`src/hdl/srs_pkg.sv`:
```
// ----------------------------------------------------------------------------
// srs_pkg
// Shared types and constants for the selective-repeat sender window.
// ----------------------------------------------------------------------------
package srs_pkg;

  localparam int unsigned SeqW      = 3;   // sequence number bits (space of 8)
  localparam int unsigned DataW     = 32;  // payload bits
  localparam int unsigned FuncW     = 2;
  localparam int unsigned InTdataW  = 40;  // payload, ack_num, ack_ok, timeout_seq
  localparam int unsigned OutTdataW = 48;  // ten result fields, zero padded

  typedef enum logic [FuncW-1:0] {
    FuncSend    = 2'd0,
    FuncAck     = 2'd1,
    FuncTimeout = 2'd2,
    FuncRsvd    = 2'd3   // unused code: status fields only
  } srs_func_e;

  typedef enum logic {
    StIdle,
    StExec
  } srs_state_e;

  // controller to datapath
  typedef struct packed {
    logic capture;  // latch the input transaction
    logic commit;   // update window state and load the result register
  } srs_cmd_t;

  // datapath to controller
  typedef struct packed {
    logic res_free;  // result register empty or draining this cycle
  } srs_stat_t;

  typedef struct packed {
    logic            send_accepted;
    logic            tx_valid;
    logic [SeqW-1:0] tx_seq;
    logic [DataW-1:0] tx_payload;
    logic            timer_start;
    logic            timer_stop;
    logic [SeqW-1:0] timer_seq;
    logic            stop_all_timers;
    logic            window_full;
    logic [SeqW-1:0] in_flight;
  } srs_result_t;

endpackage

```
`src/hdl/srs_ctrl.sv`:
```
// ----------------------------------------------------------------------------
// srs_ctrl
// Two-state sequencer: take one transaction, then commit it to the datapath.
// ----------------------------------------------------------------------------
module srs_ctrl (
  input  logic              clk_i,
  input  logic              rst_ni,
  input  logic              in_valid_i,
  output logic              in_ready_o,
  input  srs_pkg::srs_stat_t stat_i,
  output srs_pkg::srs_cmd_t  cmd_o
);
  import srs_pkg::*;

  srs_state_e state_q, state_d;

  always_ff @(posedge clk_i or negedge rst_ni) begin
    if (!rst_ni) begin
      state_q <= StIdle;
    end else begin
      state_q <= state_d;
    end
  end

  always_comb begin
    state_d = state_q;
    case (state_q)
      StIdle: begin
        if (in_valid_i) state_d = StExec;
      end
      StExec: begin
        if (stat_i.res_free) state_d = StIdle;
      end
      default: state_d = StIdle;
    endcase
  end

  always_comb begin
    in_ready_o    = 1'b0;
    cmd_o.capture = 1'b0;
    cmd_o.commit  = 1'b0;
    case (state_q)
      StIdle: begin
        in_ready_o    = 1'b1;
        cmd_o.capture = in_valid_i;
      end
      StExec: begin
        // hold while an unread result blocks the output register
        cmd_o.commit = stat_i.res_free;
      end
      default: begin
        in_ready_o = 1'b0;
      end
    endcase
  end

endmodule

```
`src/hdl/srs_datapath.sv`:
```
// ----------------------------------------------------------------------------
// srs_datapath
// Window slots, sequence pointers, event execution and the result register.
// ----------------------------------------------------------------------------
module srs_datapath #(
  parameter int unsigned WINDOW_SIZE = 4
) (
  input  logic                            clk_i,
  input  logic                            rst_ni,
  input  srs_pkg::srs_cmd_t               cmd_i,
  output srs_pkg::srs_stat_t              stat_o,
  input  logic [srs_pkg::InTdataW-1:0]    tdata_i,
  input  logic [srs_pkg::FuncW-1:0]       tuser_i,
  input  logic                            res_ready_i,
  output logic                            res_valid_o,
  output srs_pkg::srs_result_t            res_o
);
  import srs_pkg::*;

  localparam int unsigned IdxW = $clog2(WINDOW_SIZE);
  localparam int unsigned CntW = $clog2(WINDOW_SIZE + 1);
  localparam int unsigned SumW = CntW + 1;
  localparam logic [CntW-1:0] WinMax = CntW'(WINDOW_SIZE);

  // latched transaction
  srs_func_e        func_q;
  logic [DataW-1:0] payload_q;
  logic [SeqW-1:0]  ack_num_q;
  logic             ack_ok_q;
  logic [SeqW-1:0]  tseq_q;

  // window state
  logic [SeqW-1:0]  slot_seq_q  [WINDOW_SIZE];
  logic [SeqW-1:0]  slot_seq_d  [WINDOW_SIZE];
  logic [DataW-1:0] slot_data_q [WINDOW_SIZE];
  logic [DataW-1:0] slot_data_d [WINDOW_SIZE];
  logic [WINDOW_SIZE-1:0] acked_q, acked_d;
  logic [CntW-1:0]  count_q, count_d;
  logic [SeqW-1:0]  base_q, base_d;
  logic [SeqW-1:0]  next_q, next_d;
  logic             full_q, full_d;

  srs_result_t      res_q, res_d;
  logic             res_valid_q, res_valid_d;

  // helpers
  logic [WINDOW_SIZE-1:0] lead_acked;
  logic [CntW-1:0]  slide;
  logic             run;
  logic [SumW-1:0]  src;
  logic [SeqW-1:0]  to_idx;
  logic             to_hit;
  logic [IdxW-1:0]  to_slot;
  logic [IdxW-1:0]  wr_idx;

  always_ff @(posedge clk_i) begin
    if (cmd_i.capture) begin
      func_q    <= srs_func_e'(tuser_i);
      payload_q <= tdata_i[DataW-1:0];
      ack_num_q <= tdata_i[DataW +: SeqW];
      ack_ok_q  <= tdata_i[DataW + SeqW];
      tseq_q    <= tdata_i[DataW + SeqW + 1 +: SeqW];
    end
  end

  // leading run of acked slots once the base counts as acked
  always_comb begin
    lead_acked    = acked_q;
    lead_acked[0] = 1'b1;
    slide         = '0;
    run           = 1'b1;
    for (int i = 0; i < WINDOW_SIZE; i++) begin
      if (run && (CntW'(i) < count_q) && lead_acked[i]) begin
        slide = slide + CntW'(1);
      end else begin
        run = 1'b0;
      end
    end
  end

  assign to_idx  = tseq_q - base_q;
  assign to_hit  = to_idx < SeqW'(count_q);
  assign to_slot = to_idx[IdxW-1:0];
  assign wr_idx  = count_q[IdxW-1:0];

  always_comb begin
    slot_seq_d  = slot_seq_q;
    slot_data_d = slot_data_q;
    acked_d     = acked_q;
    count_d     = count_q;
    base_d      = base_q;
    next_d      = next_q;
    full_d      = full_q;
    res_d       = '0;
    src         = '0;
    case (func_q)
      FuncSend: begin
        if (!full_q && (count_q < WinMax)) begin
          slot_seq_d[wr_idx]  = next_q;
          slot_data_d[wr_idx] = payload_q;
          acked_d[wr_idx]     = 1'b0;
          res_d.send_accepted = 1'b1;
          res_d.tx_valid      = 1'b1;
          res_d.tx_seq        = next_q;
          res_d.tx_payload    = payload_q;
          res_d.timer_start   = 1'b1;
          res_d.timer_seq     = next_q;
          if (count_q == '0) base_d = next_q;
          next_d  = next_q + SeqW'(1);
          count_d = count_q + CntW'(1);
          if (count_d == WinMax) full_d = 1'b1;
        end
      end
      FuncAck: begin
        if (ack_ok_q && (count_q != '0)) begin
          if (ack_num_q != base_q) begin
            for (int i = 0; i < WINDOW_SIZE; i++) begin
              if ((CntW'(i) < count_q) && (slot_seq_q[i] == ack_num_q)) begin
                acked_d[i]       = 1'b1;
                res_d.timer_stop = 1'b1;
                res_d.timer_seq  = ack_num_q;
              end
            end
          end else begin
            res_d.timer_stop = 1'b1;
            res_d.timer_seq  = slot_seq_q[0];
            // slide the window past the leading acked slots
            for (int i = 0; i < WINDOW_SIZE; i++) begin
              src = SumW'(i) + SumW'(slide);
              if (src < SumW'(WINDOW_SIZE)) begin
                slot_seq_d[i]  = slot_seq_q[src[IdxW-1:0]];
                slot_data_d[i] = slot_data_q[src[IdxW-1:0]];
                acked_d[i]     = lead_acked[src[IdxW-1:0]];
              end else begin
                acked_d[i] = 1'b0;
              end
            end
            base_d  = base_q + SeqW'(slide);
            count_d = count_q - slide;
            full_d  = 1'b0;
            if (count_d == '0) res_d.stop_all_timers = 1'b1;
          end
        end
      end
      FuncTimeout: begin
        if (to_hit) begin
          acked_d[to_slot]  = 1'b0;
          res_d.tx_valid    = 1'b1;
          res_d.tx_seq      = slot_seq_q[to_slot];
          res_d.tx_payload  = slot_data_q[to_slot];
          res_d.timer_start = 1'b1;
          res_d.timer_seq   = tseq_q;
        end
      end
      default: begin
        res_d.send_accepted = 1'b0;
      end
    endcase
    res_d.window_full = full_d;
    res_d.in_flight   = SeqW'(count_d);
  end

  always_comb begin
    res_valid_d = res_valid_q;
    if (cmd_i.commit) begin
      res_valid_d = 1'b1;
    end else if (res_ready_i) begin
      res_valid_d = 1'b0;
    end
  end

  always_ff @(posedge clk_i or negedge rst_ni) begin
    if (!rst_ni) begin
      acked_q     <= '0;
      count_q     <= '0;
      base_q      <= '0;
      next_q      <= '0;
      full_q      <= 1'b0;
      res_valid_q <= 1'b0;
    end else begin
      if (cmd_i.commit) begin
        acked_q <= acked_d;
        count_q <= count_d;
        base_q  <= base_d;
        next_q  <= next_d;
        full_q  <= full_d;
      end
      res_valid_q <= res_valid_d;
    end
  end

  always_ff @(posedge clk_i) begin
    if (cmd_i.commit) begin
      slot_seq_q  <= slot_seq_d;
      slot_data_q <= slot_data_d;
      res_q       <= res_d;
    end
  end

  assign stat_o.res_free = !res_valid_q || res_ready_i;
  assign res_valid_o     = res_valid_q;
  assign res_o           = res_q;

endmodule

```
`src/hdl/selective_repeat_sender_unit.sv`:
```
// ----------------------------------------------------------------------------
// selective_repeat_sender_unit
// Flow: an accepted transaction is latched, then committed into the window and the
//   result register by the capture/commit sequencer; a new event is taken only after
//   the last one commits, and commit waits while the result register holds an untaken result.
// Reset: rst_ni clears the window, pointers, full flag and result valid at once.
// ----------------------------------------------------------------------------
module selective_repeat_sender_unit #(
  // slots in the send window, 2 to 7 (in_flight is three bits wide)
  parameter int unsigned WINDOW_SIZE = 4
) (
  input  logic                          clk_i,
  input  logic                          rst_ni,
  // event stream
  input  logic                          s_axis_tvalid_i,
  output logic                          s_axis_tready_o,
  // [31:0] payload, [34:32] ack_num, [35] ack_ok, [38:36] timeout_seq, [39] zero
  input  logic [srs_pkg::InTdataW-1:0]  s_axis_tdata_i,
  // [1:0] func
  input  logic [srs_pkg::FuncW-1:0]     s_axis_tuser_i,
  // result stream
  output logic                          m_axis_tvalid_o,
  input  logic                          m_axis_tready_i,
  // [0] send_accepted, [1] tx_valid, [4:2] tx_seq, [36:5] tx_payload,
  // [37] timer_start, [38] timer_stop, [41:39] timer_seq, [42] stop_all_timers,
  // [43] window_full, [46:44] in_flight, [47] zero
  output logic [srs_pkg::OutTdataW-1:0] m_axis_tdata_o
);
  import srs_pkg::*;

  srs_cmd_t    cmd;
  srs_stat_t   stat;
  srs_result_t res;

  // Sequencer: IDLE takes a transaction, EXEC commits it into the window and
  // the result register. Input is accepted again while a result waits.
  srs_ctrl u_ctrl (
    .clk_i      (clk_i),
    .rst_ni     (rst_ni),
    .in_valid_i (s_axis_tvalid_i),
    .in_ready_o (s_axis_tready_o),
    .stat_i     (stat),
    .cmd_o      (cmd)
  );

  // Datapath: slot storage with sequence numbers, data and acked bits; the
  // base slot is always slot 0, an ack of the base slides the window.
  srs_datapath #(
    .WINDOW_SIZE (WINDOW_SIZE)
  ) u_dp (
    .clk_i       (clk_i),
    .rst_ni      (rst_ni),
    .cmd_i       (cmd),
    .stat_o      (stat),
    .tdata_i     (s_axis_tdata_i),
    .tuser_i     (s_axis_tuser_i),
    .res_ready_i (m_axis_tready_i),
    .res_valid_o (m_axis_tvalid_o),
    .res_o       (res)
  );

  // Pack result fields, first field in the lowest bits.
  assign m_axis_tdata_o = {1'b0,
                           res.in_flight,
                           res.window_full,
                           res.stop_all_timers,
                           res.timer_seq,
                           res.timer_stop,
                           res.timer_start,
                           res.tx_payload,
                           res.tx_seq,
                           res.tx_valid,
                           res.send_accepted};

endmodule

```
`config.mk`:
```
export PLATFORM = sky130hd
export DESIGN_NAME = selective_repeat_sender_unit
export DESIGN_NICKNAME = d
export VERILOG_FILES = /design/src/hdl/srs_pkg.sv /design/src/hdl/srs_ctrl.sv /design/src/hdl/srs_datapath.sv /design/src/hdl/selective_repeat_sender_unit.sv
export SDC_FILE = /design/constraint.sdc
export NUM_CORES = 1
export LEC_CHECK = 0
export BUFFER_PORTS_ARGS = -buffer_cell sky130_fd_sc_hd__buf_4
export CAP_MARGIN = 20
export CORE_ASPECT_RATIO = 1.4
export CORE_UTILIZATION = 55
export DETAILED_ROUTE_END_ITERATION = 8
export GPL_TIMING_DRIVEN = 0
export PLACE_DENSITY = 0.72
export SYNTH_ARGS = -nofsm -noshare
export SYNTH_HDL_FRONTEND = slang
export SYNTH_SLANG_ARGS = --single-unit
```
`constraint.sdc`:
```
create_clock -name clk_i -period 6.2 [get_ports clk_i]
set_clock_uncertainty 0.15 [all_clocks]
set_input_delay 0.31 -clock clk_i [delete_from_list [all_inputs] [get_ports clk_i]]
set_output_delay 0.31 -clock clk_i [all_outputs]
set_load 0.02 [all_outputs]
```
# Yosys cells after proc, flatten, opt, wreduce, memory -nomap -nowiden
# Index checks and enable logic that the tools add are counted.
[totals]
regBits = 244
inputBits = 46
out_inout_bits = 50
wordCells = 260
[classes]
n_addsub = 11
n_lt_le_gt_ge = 25
eq_ne = 21
muxes = 120
bitwise = 13
n_reduce_logical = 37
[ops]
columns = ["operator", "n"]
rows = [
  ["$mux W32", 15],
  ["$mux W128", 3],
  ["$bmux W32 S2", 5],
  ["$pmux W128 S2", 1],
  ["$bwmux W128", 1],
  ["$mux W3", 27],
  ["$pmux W37 S2", 1],
  ["$demux W32 S2", 1],
  ["$reduce_and A6 Y1", 9],
  ["$mux W4", 10],
  ["$mux W38", 1],
  ["$mux W37", 1],
  ["$mux W12", 3],
  ["$mux W1", 31],
  ["$bmux W3 S2", 5],
  ["$pmux W12 S2", 1],
  ["$ge A3 B3 Y1 const B", 6],
  ["$lt A2 B3 Y1 const B", 6],
  ["$not A2 Y3", 6],
  ["$ne A2 B1 Y1 const B", 8],
  ["$logic_and A1 B1 Y1", 15],
  ["$add A3 B1 Y3 const B", 4],
  ["$bwmux W12", 1],
  ["$eq A3 B3 Y1", 4],
  ["37 further kinds", 62],
]

# Depth between registers and ports, before layout
[logic_depth]
depth_word = 20
mapped_depth = 13

# By module
# Synthesis repeated with hierarchy kept, for this count alone.
[hier_totals]
hier_cells = 1365
area_unflattened_um2 = 15503.6
[modules_own_cells]
columns = ["module", "instances", "cells_each", "area_each_um2", "seq_area_each_um2"]
rows = [
  ["srs_datapath", 1, 1357, 15438.6, 7166.9],
  ["srs_ctrl", 1, 6, 53.8, 25.0],
  ["selective_repeat_sender_unit", 1, 2, 11.3, 0.0],
]

# Worst setup path before layout
# OpenSTA, ideal clock, no wires.
[synth_path]
path_type = "flip-flop to flip-flop"
startpoint = "register u_dp.ack_num_q[0]"
endpoint = "register u_dp.slot_data_q[100] (netlist name), enable pin"
setup_ns = 0.480
t_arrival_ns = 4.298
t_required_ns = 5.570
path_slack_ns = 1.271
stages_incl_launch_ff = 7
period_less_slack_ns = 4.929
cell_sequence = "edfxtp_1 > buf_6 > xor2_1 > or3_1 > buf_2 > a2111o_1 > a211oi_1"
[synth_between]
elab_chain_cells = 3
[synth_lines]
columns = ["item", "line", "source"]
rows = [
  ["start: declaration", "srs_datapath.sv:28", "logic [SeqW-1:0] ack_num_q;"],
  ["start signal: assignment", "srs_datapath.sv:60", "ack_num_q <= tdata_i[DataW +: SeqW];"],
  ["$ne A3 B3 Y1", "srs_datapath.sv:116", "if (ack_num_q != base_q) begin"],
  ["$ne A2 B2 Y1 (no line)", "n/a", ""],
  ["$reduce_and A6 Y1 (no line)", "n/a", ""],
  ["end signal: assignment", "srs_datapath.sv:195", "slot_data_q <= slot_data_d;"],
  ["end: declaration", "srs_datapath.sv:35", "logic [DataW-1:0] slot_data_q [WINDOW_SIZE];"],
]
# Every way passes these cells.
# A chain may end at the register's enable or synchronous reset.

# Worst setup path after layout
[layout_path]
startpoint = "register u_dp.tseq_q[0]"
endpoint = "register u_dp.res_q, in the netlist u_dp.res_o[40], data pin"
[layout_between]
elab_chain_cells = 7
[layout_lines]
columns = ["item", "line", "source"]
rows = [
  ["start: declaration", "srs_datapath.sv:30", "logic [SeqW-1:0] tseq_q;"],
  ["start signal: assignment", "srs_datapath.sv:62", "tseq_q <= tdata_i[DataW + SeqW + 1 +: SeqW];"],
  ["$sub A3 B3 Y3 (*)", "srs_datapath.sv:81", "assign to_idx = tseq_q - base_q;"],
  ["$not A2 Y3 (not written as such)", "srs_datapath.sv:150", "res_d.tx_payload = slot_data_q[to_slot];"],
  ["$bmux W32 S2", "srs_datapath.sv:150", ""],
  ["$mux W32 (not written as such) (2 in series)", "srs_datapath.sv:150", ""],
  ["$mux W37 (*)", "srs_datapath.sv:146", "if (to_hit) begin"],
  ["$pmux W37 S2 (*)", "srs_datapath.sv:96", "case (func_q)"],
  ["end signal: assignment", "srs_datapath.sv:196", "res_q <= res_d;"],
  ["end: declaration", "srs_datapath.sv:43", "srs_result_t res_q, res_d;"],
]
# Every way passes the cells marked *; elsewhere a longest branch is shown, timed or not. The select of a mux whose other input is x is not followed.

==> run summary <==
The run finished with clean final reports. The tools report the number of failing hold endpoints at the final stage as 0. Number of pins exceeding their max-slew limit in the final report: 0. In this run the critical register-to-register path is captured at u_dp.res_o[40]. Die outline height: 197 um. The total area inside the core boundary comes to 26400 sq um. The total standard cell area after synthesis is 14900 sq um. The run gives 1236 as the synthesized instance count. After global routing the overflow that remains totals 0. Synthesis inferred 242 register bits. The clock passes through at most 3 buffers.

Relative to the synthesized area, the layout overhead comes to 17.9%. Largest family of logic cells by synthesized area: multiplexers. Of the cells placed in the final design, the portion with a size suffix greater than 1 is 26.2%. For the pin with the worst max-slew slack, the measured transition is 1.00 ns. The number of distinct library cell variants in the gate-level netlist after synthesis is 64, and the largest net degree at the start of global routing is 33. The count of input and output buffers was 93. For the number of global-route vias before repair, the log shows 11800. After filler insertion, the fill cell instance count of the layout stands at 2004. For this run, design rule violations remaining after detail routing come to 0. The source of the worst register-to-register timing path is u_dp.tseq_q[0]. The logs give 70 for the cell row count and 0 for the post-cts gate resize count.

Leaving out fill and tap cells, the most frequent cell in the layout is sky130_fd_sc_hd__edfxtp_1. The clock transition at the registers of the reported paths is 0.06 ns. Setup repair after global routing left no endpoint under its margin. The peak supply drop is 0.311 mV, and the chip width is 141 um. The min-delay analysis places its worst path in the category input port to asynchronous set/reset pin.

The tree built by TritonCTS fans out to 242 sinks. The logs give 11600 for the number of vias in the routed layout and 33.0% for the headroom to the max-slew limit. The count of warnings emitted by yosys was 0; the final non-filler cell area was 17600 sq um. The total power per unit cell area works out to 575 nW/um^2. The tools report the total track usage as 32.2%.

Dividing the detail-routed wire length by the instance count gives 24.6 um. The minimum period implied by the final worst setup slack came out at 3.95 ns. The detailed router finished its first iteration with 1081 violations.

For this block, wires on met1 add up to 17200 um. Buffers inserted during clock tree synthesis total 26. The depth of the CTS H-tree was 1. The complex-gate fraction of the synthesized area was 10.8%; the post-synthesis xor/xnor area fraction was 1.29%.

Routed signal wires occupy layers up through met4. Summing the areas of all and, or, nand and nor instances in the mapped netlist gives 10.2% of the synthesized area. Post-CTS timing repair inserted 0 buffers for setup. Summed over all nets, wire length on met2 after detailed routing comes to 21900 um. Hold repair after CTS inserted 44 buffers. The run gives 0.0132 ns as the tightest hold margin. TritonCTS built the clock tree.

After detailed routing, the total wire length is 44200 um. The congestion estimate from routability-driven global placement came to 0.944. Number of antenna violations at the first check in global routing: 0. Of the post-synthesis cell area, the part taken by muxes is 23.0%.

After Yosys synthesis, full adders, half adders and majority gates account for 1.44% of the synthesized area. The die covers 27800 sq um. After the last flow step, the layout net total stands at 1475.

Once the floorplan was initialized, standard cells occupied 56.5% of the core. The number of violations of the max-capacitance limit is 0, and the depth of the worst register-to-register path is 13. In the routed layout, each cell is associated on average with a via count of 6.49. In this run the worst path has a maximum fanout of 10. Static timing analysis puts the maximum clock frequency at 253 MHz. For this run, the leading register cell type out of synthesis is sky130_fd_sc_hd__edfxtp_1.

For the data required time at the worst endpoint, the log shows 6.44 ns. Detailed placement finished with a half-perimeter wire length of 29100 um. Leakage power: 0.00688 uW.

Type of element launching the critical path: a flop. Summing the sequential cell areas from Yosys gives 48.3% of the chip area. The logs give 0 for the number of antenna cells inserted and 16300 sq um for the post-place instance area. Count of antenna-violating nets left after detailed routing: 0. When the netlist entered floorplanning its net count stood at 1298. The worst-case register-to-register setup slack was 2.25 ns; the met3 wirelength from detailed routing was 3150 um. Summed over all failing endpoints, the final setup total negative slack is 0 ns. The arrival time at the worst endpoint was 4.20 ns. During I/O placement, the number of pins put on the boundary was 96. The first global-routing pass estimated 67200 um of wire. Of all flip-flops after synthesis, the portion carrying an async set or reset was 6.20%. The worst path uses 63.8% of the clock period. The buffer type at the clock tree root was sky130_fd_sc_hd__clkbuf_16.

The first detailed-routing pass ran for 6 iterations. Kind of critical path: flop to flop. Clock latency on the worst-skew pair, taken at its later pin, is 0.55 ns. STA classifies the critical path endpoint as a flop. For the final setup violation count, the log shows 0. In the layout the commonest cells are sky130_fd_sc_hd__edfxtp_1, sky130_fd_sc_hd__mux2i_1, sky130_fd_sc_hd__nand3_1, sky130_fd_sc_hd__buf_4, sky130_fd_sc_hd__mux2_2.

The number of enable flip-flop cells after synthesis was 227; the average footprint of a synthesized cell was 12.1 sq um.
final cells by class:
type	count	area, sq um	area share, %
plain buffers	119	681	3.87
clock buffers	34	702	4.00
clock inverters	14	88.8	0.506
inverters	18	68.8	0.392
multi-input cells	857	7010	39.9
flip-flops and latches	242	7190	40.9
well taps	360	450	2.56
repair buffers	149	1380	7.83
state kept, by name, summed over array words and instances (netlist names), 12 cells and up:
register	flops
u_dp.slot_seq_q	12
u_dp.payload_q	32
u_dp.res_o	46
u_dp.slot_data_q	128
per-stage QoR:
stage | std cells | util, % | worst slack, ns | total power, uW
after global routing | 1793 | 66.6 | 2.05 | 10600
after CTS | 1793 | 66.6 | 2.28 | 10000
final | 1793 | 66.6 | 2.25 | 10100
after detailed placement | 1701 | 62.0 | 2.31 | 8520
after global placement | 1689 | 60.9 | -1.72 | 8350
after floorplan | 1236 | - | 1.27 | 6800
synth_stat cells (5+ instances only):
cell | instances | area share [%]
sky130_fd_sc_hd__and3_1 | 38 | 1.6
sky130_fd_sc_hd__nor3_1 | 6 | 0.20
sky130_fd_sc_hd__buf_1 | 6 | 0.15
sky130_fd_sc_hd__nor2_1 | 19 | 0.48
sky130_fd_sc_hd__edfxtp_1 | 227 | 46
sky130_fd_sc_hd__buf_12 | 8 | 1.1
sky130_fd_sc_hd__nor2b_1 | 5 | 0.21
sky130_fd_sc_hd__a22o_1 | 37 | 2.2
sky130_fd_sc_hd__nand2b_1 | 41 | 1.7
sky130_fd_sc_hd__mux4_2 | 35 | 5.3
sky130_fd_sc_hd__nand3_1 | 112 | 3.8
sky130_fd_sc_hd__a21oi_1 | 11 | 0.37
sky130_fd_sc_hd__buf_2 | 23 | 0.77
sky130_fd_sc_hd__mux2_2 | 105 | 7.9
sky130_fd_sc_hd__xnor2_1 | 13 | 0.76
sky130_fd_sc_hd__clkbuf_1 | 66 | 1.7
sky130_fd_sc_hd__xor2_1 | 9 | 0.53
sky130_fd_sc_hd__a31o_2 | 36 | 2.1
sky130_fd_sc_hd__o21ai_0 | 32 | 1.1
sky130_fd_sc_hd__mux2i_1 | 144 | 9.7
sky130_fd_sc_hd__inv_1 | 16 | 0.40
sky130_fd_sc_hd__buf_4 | 13 | 0.65
sky130_fd_sc_hd__o22ai_1 | 5 | 0.21
sky130_fd_sc_hd__nand2_1 | 48 | 1.2
sky130_fd_sc_hd__dfrtp_1 | 15 | 2.5
sky130_fd_sc_hd__ha_1 | 14 | 1.2
sky130_fd_sc_hd__o21ai_1 | 93 | 3.1
logic make-up (layout without fill, tap and decap cells):
family	after synthesis	after routing
AOI/OAI and AO/OA	245	245
xor gates and xnor gates	22	22
adders and majority gates	16	16
buffers and inverters	137	334
DFF	242	242
muxes	285	285
other	1	1
and+or+nand+nor	288	288
power breakdown:
group | internal (uW) | switching, uW | total, uW
Clock | 835 | 656 | 1490
Sequential | 2330 | 202 | 2530
Combinational | 2670 | 3410 | 6080
Total | 5840 | 4270 | 10100
worst max-delay path by stage:
stage / start / to / depth (start not counted)
after floorplan: u_dp.ack_num_q[0] / u_dp.slot_data_q[100] / 6
after global placement: u_dp.count_q[2] / u_dp.slot_seq_q[10] / 9
after detailed placement: u_dp.tseq_q[0] / u_dp.res_o[36] / 13
after CTS: u_dp.tseq_q[0] / u_dp.res_o[40] / 13
after global routing: u_dp.tseq_q[0] / u_dp.res_o[40] / 13
final: u_dp.tseq_q[0] / u_dp.res_o[40] / 13
per-layer routing:
metal | vias to the layer above | track usage (%)
li1 | 5108 | -
met1 | 5747 | 40.2
met2 | 632 | 55.0
met3 | 143 | 3.89
met4 | 0 | 16.4
met5 | - | 0
worst max-delay path, cell delays in order (launching register included):
cell	delay, ns
sky130_fd_sc_hd__edfxtp_1	0.41
sky130_fd_sc_hd__inv_1	0.08
sky130_fd_sc_hd__ha_1	0.13
sky130_fd_sc_hd__inv_1	0.05
sky130_fd_sc_hd__fa_1	0.44
sky130_fd_sc_hd__xor2_1	0.17
sky130_fd_sc_hd__xnor2_1	0.13
sky130_fd_sc_hd__ha_1	0.31
sky130_fd_sc_hd__a21oi_1	0.12
sky130_fd_sc_hd__o21ai_0	0.15
sky130_fd_sc_hd__nor2_1	0.28
sky130_fd_sc_hd__clkbuf_1	0.54
sky130_fd_sc_hd__clkbuf_1	0.57
sky130_fd_sc_hd__a22o_1	0.28
Note: power is estimated with default switching activity, not from simulation.
